### src/rtl/nddi_pkg.sv
`default_nettype none
package nddi_pkg;

   localparam int Q_W   = 32;
   localparam int NP_W  = 6;
   localparam int OUT_W = 7;

   localparam logic signed [Q_W-1:0] Q_MAX = 32'sh7fffffff;
   localparam logic signed [Q_W-1:0] Q_MIN = 32'sh80000000;

   localparam logic [NP_W-1:0]       NUM_POINTS_RST = 6'd2;
   localparam logic [OUT_W-1:0]      OUT_COUNT_RST  = 7'd2;
   localparam logic signed [Q_W-1:0] X_START_RST    = 32'sd0;
   localparam logic signed [Q_W-1:0] X_END_RST      = 32'sd65536;

   typedef enum logic [1:0] {
      CSR_NUM_POINTS = 2'd0,
      CSR_OUT_COUNT  = 2'd1,
      CSR_X_START    = 2'd2,
      CSR_X_END      = 2'd3
   } csr_index_type;

   typedef enum logic [3:0] {
      S_IDLE,
      S_LVL,
      S_QDIV,
      S_SGO,
      S_STEP,
      S_HSTART,
      S_HSEEK,
      S_HMUL,
      S_HADD,
      S_OUT
   } state_type;

   // One table entry: abscissa, the abscissa a level back, and the coefficient.
   typedef struct packed {
      logic signed [Q_W-1:0] x;
      logic signed [Q_W-1:0] xs;
      logic signed [Q_W-1:0] c;
   } entry_type;

   typedef struct packed {
      logic load;
      logic fwd;
      logic bwd;
   } cell_ctl_type;

   function automatic logic signed [Q_W-1:0] sat_wide(input logic signed [63:0] v);
      logic signed [Q_W-1:0] r;
      if (v > 64'(Q_MAX)) begin
         r = Q_MAX;
      end else if (v < 64'(Q_MIN)) begin
         r = Q_MIN;
      end else begin
         r = v[Q_W-1:0];
      end
      return r;
   endfunction

endpackage
`default_nettype wire

### src/rtl/nddi_cell.sv
`default_nettype none
module nddi_cell (
   input  logic                 clock,
   input  nddi_pkg::cell_ctl_type ctl,
   input  logic                 load_sel,
   input  nddi_pkg::entry_type  load_data,
   input  nddi_pkg::entry_type  fwd_data,
   input  nddi_pkg::entry_type  bwd_data,
   output nddi_pkg::entry_type  data
);
   import nddi_pkg::*;

   entry_type data_ff;

   // A sample write wins; otherwise the ring shifts one way or the other.
   always_ff @(posedge clock) begin
      if (ctl.load && load_sel) begin
         data_ff <= load_data;
      end else if (ctl.fwd) begin
         data_ff <= fwd_data;
      end else if (ctl.bwd) begin
         data_ff <= bwd_data;
      end
   end

   assign data = data_ff;

endmodule
`default_nettype wire

### config.mk
export PLATFORM = sky130hd
export DESIGN_NAME = nddi_cell
export DESIGN_NICKNAME = d
export VERILOG_FILES = /design/src/rtl/nddi_pkg.sv /design/src/rtl/nddi_cell.sv
export SDC_FILE = /design/constraint.sdc
export NUM_CORES = 1
export LEC_CHECK = 0
export ABC_AREA = 1
export ABC_CLOCK_PERIOD_IN_PS = 8800
export BUFFER_PORTS_ARGS = -buffer_cell sky130_fd_sc_hd__buf_2
export CORE_AREA = 5 5 149 151
export CTS_CLUSTER_DIAMETER = 100
export CTS_CLUSTER_SIZE = 14
export DETAILED_ROUTE_END_ITERATION = 10
export DIE_AREA = 0 0 154 156
export GPL_ROUTABILITY_DRIVEN = 0
export HOLD_SLACK_MARGIN = 0.08
export PLACE_DENSITY = 0.6
export SYNTH_ARGS = -nofsm -noshare
export SYNTH_HDL_FRONTEND = slang
export SYNTH_SLANG_ARGS = --single-unit
### constraint.sdc
create_clock -name clock -period 8.8 [get_ports clock]
set_input_delay 0.44 -clock clock [delete_from_list [all_inputs] [get_ports clock]]
set_output_delay 0.44 -clock clock [all_outputs]
set_load 0.005 [all_outputs]
==> out/metrics.cfg <==
[run_status]
status = finished, final reports clean

[cells_and_area]
fin_area_sq_um = 8150
layout.area.seq_sq_um = 2880
finalCoreUtilization_pct = 39.4
antennaDiodeCount = 0
multiInputGateArea_sq_um = 1950
max_ffs_per_register = 96
stdcell_count = 1456
fillerInstances = 2245
layout-area-overhead-vs-synth_pct = 40.6
nets = 1469
post_route_cells_drive_above_1_share_pct = 34.6

[clock_network]
cts.repair.resized = 0
postCtsSetupRepairBufs = 0
htree_levels = 3
path_clk_slew_ns = 0.07
cts_inserted_buffers = 9
cts.root.buffer_cell = sky130_fd_sc_hd__clkbuf_16
cts_tree = done
cts_sinks = 96
hold_buffers = 0
clockBufferDepth = 2

[detailed_routing]
drt_wl_total_mm = 20.2
post-route-drc-count = 0
drtPass1Iterations = 5
avgViaCountPerCell = 4.12
routed_via_count = 5993
drt-initial-drc-count = 305
wire_per_inst_um = 13.8
drtAntennaViolNets = 0

[sta]
timing.fmax_mhz = 361
tcrit_tclk_final_pct = 31.5
hold_viol = 0
timing.slew.headroom_pct = 22.7
final_max_slew_viol_count = 0
setup_repair_after_global_routing_missed_its_margin = no
setup_viol = 0
tightest_slew_ns = 1.16
tns_ns = 0
finalCriticalPeriod_ns = 2.77

[pwr]
power.density_nw_per_um2 = 150
power_switching_share_pct = 27.3
total_switching_power_uw = 333
p_int_uw = 888
power_frac_seq_pct = 48.2
static-leakage-power_uw = 0.00493
share_comb_of_total_power_pct = 21.8
p_clk_share_pct = 30.0
worst_ir_drop_vdd_mv = 0.0681

[global_route]
groute.usage.overall_pct = 15.9
grt_pass1_vias = 5713
globalRouteOverflowTotal = 0
antenna_found_initial = 0
grt_first_pass_wirelength_mm = 30.3
maximum_number_of_pins_on_one_net_before_global_route_repair = 99

[floorplanning]
fp.dieArea_sq_um = 24000
die_h_um = 156
number_of_cell_rows = 53
floorplan.initialDensity_pct = 28.0
core_area_sq_um = 20700
ios = 389
die_width_um = 154

[synth]
main_flop_type_after_synthesis = sky130_fd_sc_hd__edfxtp_1
synth_enable_flop_cells = 96
post_synth_instance_area_sq_um = 5800
yosysSeqAreaShare_pct = 49.7
yosys_warnings = 0
post-synth-top-area-fraction_pct = 49.7
netlist-cell-type-count = 11
synthDominantAreaCellType = sky130_fd_sc_hd__edfxtp_1
most_frequently_used_cell_type_in_the_post_synthesis_netlist = sky130_fd_sc_hd__nand2_1
ys_top_cells_by_count = 385 x sky130_fd_sc_hd__nand2_1, 192 x sky130_fd_sc_hd__inv_1, 96 x sky130_fd_sc_hd__edfxtp_1, 96 x sky130_fd_sc_hd__nand3_1, 22 x sky130_fd_sc_hd__buf_2
syn_inst_count = 814
async_reset_ff_share_pct = 0
synth.avg_cell_area_sq_um = 7.12
yosys-top-cells-area = sky130_fd_sc_hd__edfxtp_1 50%, sky130_fd_sc_hd__nand2_1 25%, sky130_fd_sc_hd__inv_1 12%
postSynthNetCount = 1107
synth_seq_cells = 96

[setup_path]
cp_num_buf_inv = 2
critPathSlowestCell = sky130_fd_sc_hd__nand2_4
critical_path_fanouts_max = 98
timing_worst_setup_path_type = in2reg
cp.depth = 4
critical_path_required_ns = 8.77
crit_family = simple AND/OR/NAND/NOR gates
start_kind = input pin
crit_path_cell_trace = buf_2 > nand2_4 > nand2_4 > buf_4
worst-endpoint-arrival_ns = 2.74
critical-path-max-stage-delay_ns = 0.82
type_of_element_capturing_the_critical_path = flop
cpMostUsedCell = sky130_fd_sc_hd__nand2_4

[placement]
port_buffers = 388
dpl_cell_area_sq_um = 7880
place_inst = 1440
post-dp-hpwl_mm = 14.9

[job]
cap_viol_max_count = 0

[hold_path]
hold-path-cell-count = 3
worst_hold_path_type = in2reg

cell families after synthesis:
logic type             Yosys count  synth area share [%]
and+or+nand+nor                483                  33.4
DFF                             96                  49.7
buffers and inverters          235                  16.9
stage by stage:
step                setup WS (ns)  hold slack, ns  power, uW
floorplan                    5.41           0.626        716
global placement             5.61           0.710        870
detailed placement           5.58           0.713        871
CTS                          5.97           0.338       1250
global route                 5.83           0.350       1300
finish                       6.03           0.363       1220
power by group through the flow:
stage | Sequential [uW] | Combinational, uW | Clock [uW]
2_1_floorplan | 610 | 106 | 0
3_3_place_gp | 598 | 272 | 0
3_5_place_dp | 599 | 273 | 0
4_1_cts | 590 | 273 | 383
5_1_grt | 595 | 304 | 397
6_report | 588 | 267 | 366
worst paths after layout:
path | start | endpoint
min | load_data[89] | data[89]$_DFFE_PP_
max | load_sel | data[83]$_DFFE_PP_
tightest hold or removal path, delay by kind of cell:
kind,cells,cell delay (ns)
simple gates,2,0.09
buf+inv,1,0.07
per-layer routing:
layer / part of all wire, % / global-route usage [%] / up-vias
li1: - / - / 3129
met1: 38 / 18.4 / 2559
met3: 11 / 6.05 / 19
met4: 1.6 / 4.33 / 0
met2: 49 / 27.7 / 286
met5: 0 / 0 / -
final cells by class:
type	count	share of cell area, %
flip-flops and latches	96	35.4
repair buffers	392	24.2
multi-input cells	483	23.9
inverters	194	8.96
well taps	275	4.22
clock buffers	9	2.76
clock inverters	7	0.568
placed cells by master, fill, tap and decap left out, drive strengths merged:
master | synthesis | layout
buf | 41 | 392
nand2 | 386 | 386
inv | 194 | 194
nand3 | 96 | 96
edfxtp | 96 | 96
clkbuf | 0 | 9
clkinv | 0 | 7
nor2 | 1 | 1
Power figures use the tool's default switching activity.
