**src/rtl/nddi_pkg.sv**
```systemverilog
`default_nettype none
package nddi_pkg;

   localparam int Q_W   = 32;
   localparam int NP_W  = 6;
   localparam int OUT_W = 7;

   localparam logic signed [Q_W-1:0] Q_MAX = 32'sh7fffffff;
   localparam logic signed [Q_W-1:0] Q_MIN = 32'sh80000000;

   localparam logic [NP_W-1:0]       NUM_POINTS_RST = 6'd2;
   localparam logic [OUT_W-1:0]      OUT_COUNT_RST  = 7'd2;
   localparam logic signed [Q_W-1:0] X_START_RST    = 32'sd0;
   localparam logic signed [Q_W-1:0] X_END_RST      = 32'sd65536;

   typedef enum logic [1:0] {
      CSR_NUM_POINTS = 2'd0,
      CSR_OUT_COUNT  = 2'd1,
      CSR_X_START    = 2'd2,
      CSR_X_END      = 2'd3
   } csr_index_type;

   typedef enum logic [3:0] {
      S_IDLE,
      S_LVL,
      S_QDIV,
      S_SGO,
      S_STEP,
      S_HSTART,
      S_HSEEK,
      S_HMUL,
      S_HADD,
      S_OUT
   } state_type;

   // One table entry: abscissa, the abscissa a level back, and the coefficient.
   typedef struct packed {
      logic signed [Q_W-1:0] x;
      logic signed [Q_W-1:0] xs;
      logic signed [Q_W-1:0] c;
   } entry_type;

   typedef struct packed {
      logic load;
      logic fwd;
      logic bwd;
   } cell_ctl_type;

   function automatic logic signed [Q_W-1:0] sat_wide(input logic signed [63:0] v);
      logic signed [Q_W-1:0] r;
      if (v > 64'(Q_MAX)) begin
         r = Q_MAX;
      end else if (v < 64'(Q_MIN)) begin
         r = Q_MIN;
      end else begin
         r = v[Q_W-1:0];
      end
      return r;
   endfunction

endpackage
`default_nettype wire

```
**src/rtl/nddi_div.sv**
```systemverilog
`default_nettype none
module nddi_div #(
   parameter int DIVW = 49
) (
   input  logic                   clock,
   input  logic                   reset,
   input  logic                   start,
   input  logic signed [DIVW-1:0] dividend,
   input  logic signed [32:0]     divisor,
   output logic                   done,
   output logic signed [DIVW-1:0] quotient
);
   import nddi_pkg::*;

   localparam int CNT_W = $clog2(DIVW + 1);

   logic [DIVW-1:0]  dnd_ff;
   logic [32:0]      dvs_ff;
   logic [32:0]      rem_ff;
   logic             neg_ff;
   logic             run_ff;
   logic             done_ff;
   logic [CNT_W-1:0] cnt_ff;
   logic [33:0]      rem_sh;
   logic             fits;

   // Restoring division on magnitudes, one quotient bit per cycle.
   assign rem_sh = {rem_ff, dnd_ff[DIVW-1]};
   assign fits   = rem_sh >= {1'b0, dvs_ff};

   always_ff @(posedge clock) begin
      if (reset) begin
         run_ff  <= 1'b0;
         done_ff <= 1'b0;
         cnt_ff  <= '0;
      end else begin
         done_ff <= 1'b0;
         if (start) begin
            run_ff <= 1'b1;
            cnt_ff <= CNT_W'(DIVW);
         end else if (run_ff) begin
            cnt_ff <= cnt_ff - CNT_W'(1);
            if (cnt_ff == CNT_W'(1)) begin
               run_ff  <= 1'b0;
               done_ff <= 1'b1;
            end
         end
      end
   end

   always_ff @(posedge clock) begin
      if (start) begin
         dnd_ff <= dividend[DIVW-1] ? DIVW'(-dividend) : DIVW'(dividend);
         dvs_ff <= divisor[32] ? 33'(-divisor) : 33'(divisor);
         neg_ff <= dividend[DIVW-1] ^ divisor[32];
         rem_ff <= '0;
      end else if (run_ff) begin
         rem_ff <= fits ? 33'(rem_sh - {1'b0, dvs_ff}) : rem_sh[32:0];
         dnd_ff <= {dnd_ff[DIVW-2:0], fits};
      end
   end

   assign done     = done_ff;
   assign quotient = neg_ff ? -$signed(dnd_ff) : $signed(dnd_ff);

endmodule
`default_nettype wire

```
**config.mk**
```make
export PLATFORM = sky130hd
export DESIGN_NAME = nddi_div
export DESIGN_NICKNAME = d
export VERILOG_FILES = /design/src/rtl/nddi_pkg.sv /design/src/rtl/nddi_div.sv
export SDC_FILE = /design/constraint.sdc
export NUM_CORES = 1
export LEC_CHECK = 0
export BUFFER_PORTS_ARGS = -buffer_cell sky130_fd_sc_hd__buf_2
export CAP_MARGIN = 30
export CELL_PAD_IN_SITES_DETAIL_PLACEMENT = 1
export CELL_PAD_IN_SITES_GLOBAL_PLACEMENT = 2
export CORE_AREA = 8 8 164 166
export CTS_BUF_LIST = sky130_fd_sc_hd__clkbuf_8
export DETAILED_ROUTE_END_ITERATION = 10
export DIE_AREA = 0 0 172 174
export PLACE_DENSITY = 0.87
export SLEW_MARGIN = 0
export SYNTH_ARGS = -nofsm -noshare
export SYNTH_HDL_FRONTEND = slang
export SYNTH_SLANG_ARGS = --single-unit
```
**constraint.sdc**
```tcl
create_clock -name clock -period 7.1 [get_ports clock]
set_input_delay 1.065 -clock clock [delete_from_list [all_inputs] [get_ports clock]]
set_output_delay 1.065 -clock clock [all_outputs]
set_load 0.05 [all_outputs]
```
==> impl_metrics.tcl <==
set metrics [dict create \
    rsz0062_at_grt "no" \
    async_reset_ff_share_pct 0 \
    fp-row-count 58 \
    relSlewSlack_pct 35.0 \
    clk_path_buf_depth 2 \
    drive_above_1_share_pct 15.9 \
    via_count 8449 \
    critPathSlowestCell "o41ai_2" \
    max_stage_delay_ns 0.94 \
    maxCapViolations 0 \
    switching_share_pct 38.0 \
    htree_num_levels 4 \
    use_met1_pct 24.6 \
    intPower_mw 1.53 \
    path_buf_inv 1 \
    track_usage_pct 18.1 \
    r2r_slack_ns 2.83 \
    ys.flop_type "edfxtp_1" \
    path_class "reg -> out" \
    arrival_ns 3.94 \
    fin_cells 1529 \
    yosys_warnings 0 \
    path_delay_family "simple AND/OR/NAND/NOR gates" \
    period_share_pct 70.5 \
    n_antenna_cell 0 \
    grt_max_degree 70 \
    drc 0 \
    holdBufCountCts 0 \
    ir_drop_mv 0.108 \
    setup_viol 0 \
    cts_tree "yes" \
    die_x_um 172 \
    detail_route.vias_per_cell 5.53 \
    tightest_slew_ns 0.964 \
    layout_commonest_cell "buf_2" \
    wl_per_cell_um 17.9 \
    period_minus_slack_ns 5.01 \
    synth_edf_count 83 \
    nets 1310 \
    ys_seq_area_share_pct 35.4 \
    antenna_found_initial 1 \
    hold_start "rem_ff[15]" \
    core_region_area_mm2 0.0245 \
    syn_inst 1084 \
    antenna_left 0 \
    drtIter0Drc 342 \
    end_kind "primary output" \
    cts_setup_buffers 0 \
    synth.avg_cell_area_um2 8.62 \
    slew_violations 0 \
    clk_pin_slew_ns 0.09 \
    outcome "complete, no violations" \
    grt_pass1_wl_mm 44.4 \
    wl_mm 27.4 \
    place.detailed.hpwl_mm 21.0 \
    finalHoldViolCount 0 \
    clock_sinks 124 \
    dieHeight_um 174 \
    port_buffers 134 \
    timing.fmax_mhz 200 \
    power_switching_mw 0.938 \
    syn_nets 1208 \
    fin_tns_setup_ns 0 \
    clock_latency_ns 0.45 \
    cts-resized-gates 0 \
    grt_util_met2_pct 29.4 \
    regToRegStartpoint "dnd_ff[48]" \
    grt_pass1_vias 8484 \
    power_frac_clock_pct 29.7 \
    path_depth 7 \
    grt_overflow_total 0 \
    cp_max_fo 10 \
    r2r-end "rem_ff[26]" \
    die-area_mm2 0.0299 \
    skew_ns 0.0145 \
    required_ns 6.03 \
    min_path_type "reg -> reg" \
    power_leakage_nw 4.18 \
    cp-endpoint "quotient[43]" \
    ios 135 \
    powerDensity_mw_per_mm2 231 \
    worstSetupStartpointType "register" \
    syn_area_mm2 0.00935 \
    rr_worst_depth 13 \
    firstDrtPassIters 5 \
    pwr-share-seq_pct 37.3 \
    start_util_pct 38.1 \
    cts_root_buffer "clkbuf_8" \
    gp_routability_congestion 0.845 \
    ys_ff_latch 124 \
    grt-busiest-layer "met2" \
    power_frac_comb_pct 33.0 \
    cts_buffers 17 \
    place_inst 1497 \
    synth_cell_types 61 \
    final_cell_mix "buf_2 (133), nand2_1 (101), nor2_1 (97), a21oi_1 (88)" \
    cp_cell_sequence "or4_1 > nor3_1 > nand4_1 > o41ai_2 > a21boi_0 > xnor2_1 > buf_2" \
    syn_to_final_growth_pct 14.7 \
    cp-startpoint "dnd_ff[3]" \
    grt_use_met3_pct 3.15 \
]
==> tightest hold or removal path, delay by kind of cell, from the launching register on <==
| kind | cells | cell delay [ns] |
|---|---|---|
| compound gates | 1 | 0.08 |
| simple gates | 1 | 0.06 |
| flops | 1 | 0.33 |
==> kinds of logic (layout without fill, tap and decap cells) <==
logic type                 count (synthesis)  count (layout)  synth area share [%]
AOI/OAI and AO/OA                        315             315                  22.1
DFF                                      124             124                  35.4
xor gates and xnor gates                 155             155                  14.5
buffers and inverters                    111             226                  4.58
muxes                                      2               2                 0.214
adders and majority gates                 39              39                  5.30
and+or+nand+nor                          338             338                  17.8
==> metrics by stage <==
stage | util, % | hold slack, ns | total power [mW] | cell area [µm²] | worst slack, ns
6_report | 43.7 | 0.500 | 2.47 | 10700 | 2.09
3_3_place_gp | 41.9 | 0.490 | 1.74 | 10300 | 2.66
4_1_cts | 43.7 | 0.508 | 2.50 | 10700 | 2.04
2_1_floorplan | - | 0.467 | 1.53 | 9350 | 2.87
5_1_grt | 43.7 | 0.534 | 2.60 | 10700 | 1.74
3_5_place_dp | 41.9 | 0.493 | 1.76 | 10300 | 2.56
==> worst min-delay path by stage <==
stage,cells past startpoint,slack [ns],end
CTS,2,0.51,rem_ff[13]
detailed placement,2,0.49,cnt_ff[1]
floorplan,2,0.47,rem_ff[26]
finish,2,0.50,rem_ff[16]
global route,2,0.53,rem_ff[16]
global placement,2,0.49,rem_ff[18]
==> cell usage after synthesis (5+ instances only) <==
cell type,number,area [µm²]
o21ai_0,73,365
buf_1,5,18.8
edfxtp_1,83,2490
nor3_1,19,95.1
and3_1,8,50.1
nand2b_1,9,56.3
a21oi_1,88,440
or3_1,25,156
nor3b_1,8,60.1
nand3_1,9,45.0
inv_1,52,195
a21o_1,17,128
o31ai_1,38,285
nor2b_1,8,50.1
nor2_1,97,364
a311oi_1,19,166
dfxtp_1,41,821
nand2_1,101,379
o41ai_1,18,158
ha_1,38,475
nor4_1,5,31.3
xor2_1,72,631
or4_1,13,97.6
xnor2_1,83,727
nand4_1,9,56.3
clkbuf_1,52,195
a211oi_1,7,52.6
a41oi_1,6,52.6
or4_4,5,56.3
or2_2,7,43.8
a31oi_1,9,56.3
==> area by class of cell <==
| class | count | area [µm²] |
|---|---|---|
| clock buffer | 17 | 234 |
| clock inverter | 15 | 219 |
| fill | 3010 | 13800 |
| inverter | 52 | 195 |
| multi-input combinational | 849 | 5610 |
| sequential | 124 | 3310 |
| tap | 330 | 413 |
| timing repair buffer | 142 | 733 |
==> power groups by stage <==
| stage | registers, mW | logic, mW | clock network [mW] |
|---|---|---|---|
| 5_1_grt | 0.931 | 0.891 | 0.781 |
| 6_report | 0.921 | 0.817 | 0.734 |
| 3_5_place_dp | 0.938 | 0.817 | 0 |
| 4_1_cts | 0.921 | 0.823 | 0.754 |
| 2_1_floorplan | 0.910 | 0.620 | 0 |
| 3_3_place_gp | 0.934 | 0.808 | 0 |
==> registers in the layout, indices dropped and copies added, names as in the netlist <==
name    flops
done        1
dnd_ff     49
dvs_ff     33
neg_ff      1
run_ff      1
cnt_ff      6
rem_ff     33
==> layer usage <==
metal  routed length, µm  vias to the layer above
met4                 227                        2
li1                    -                     4172
met2               12600                      166
met3                1360                       21
met1               13200                     4088
met5                  13                        -
(Power assumes the default switching activity.)
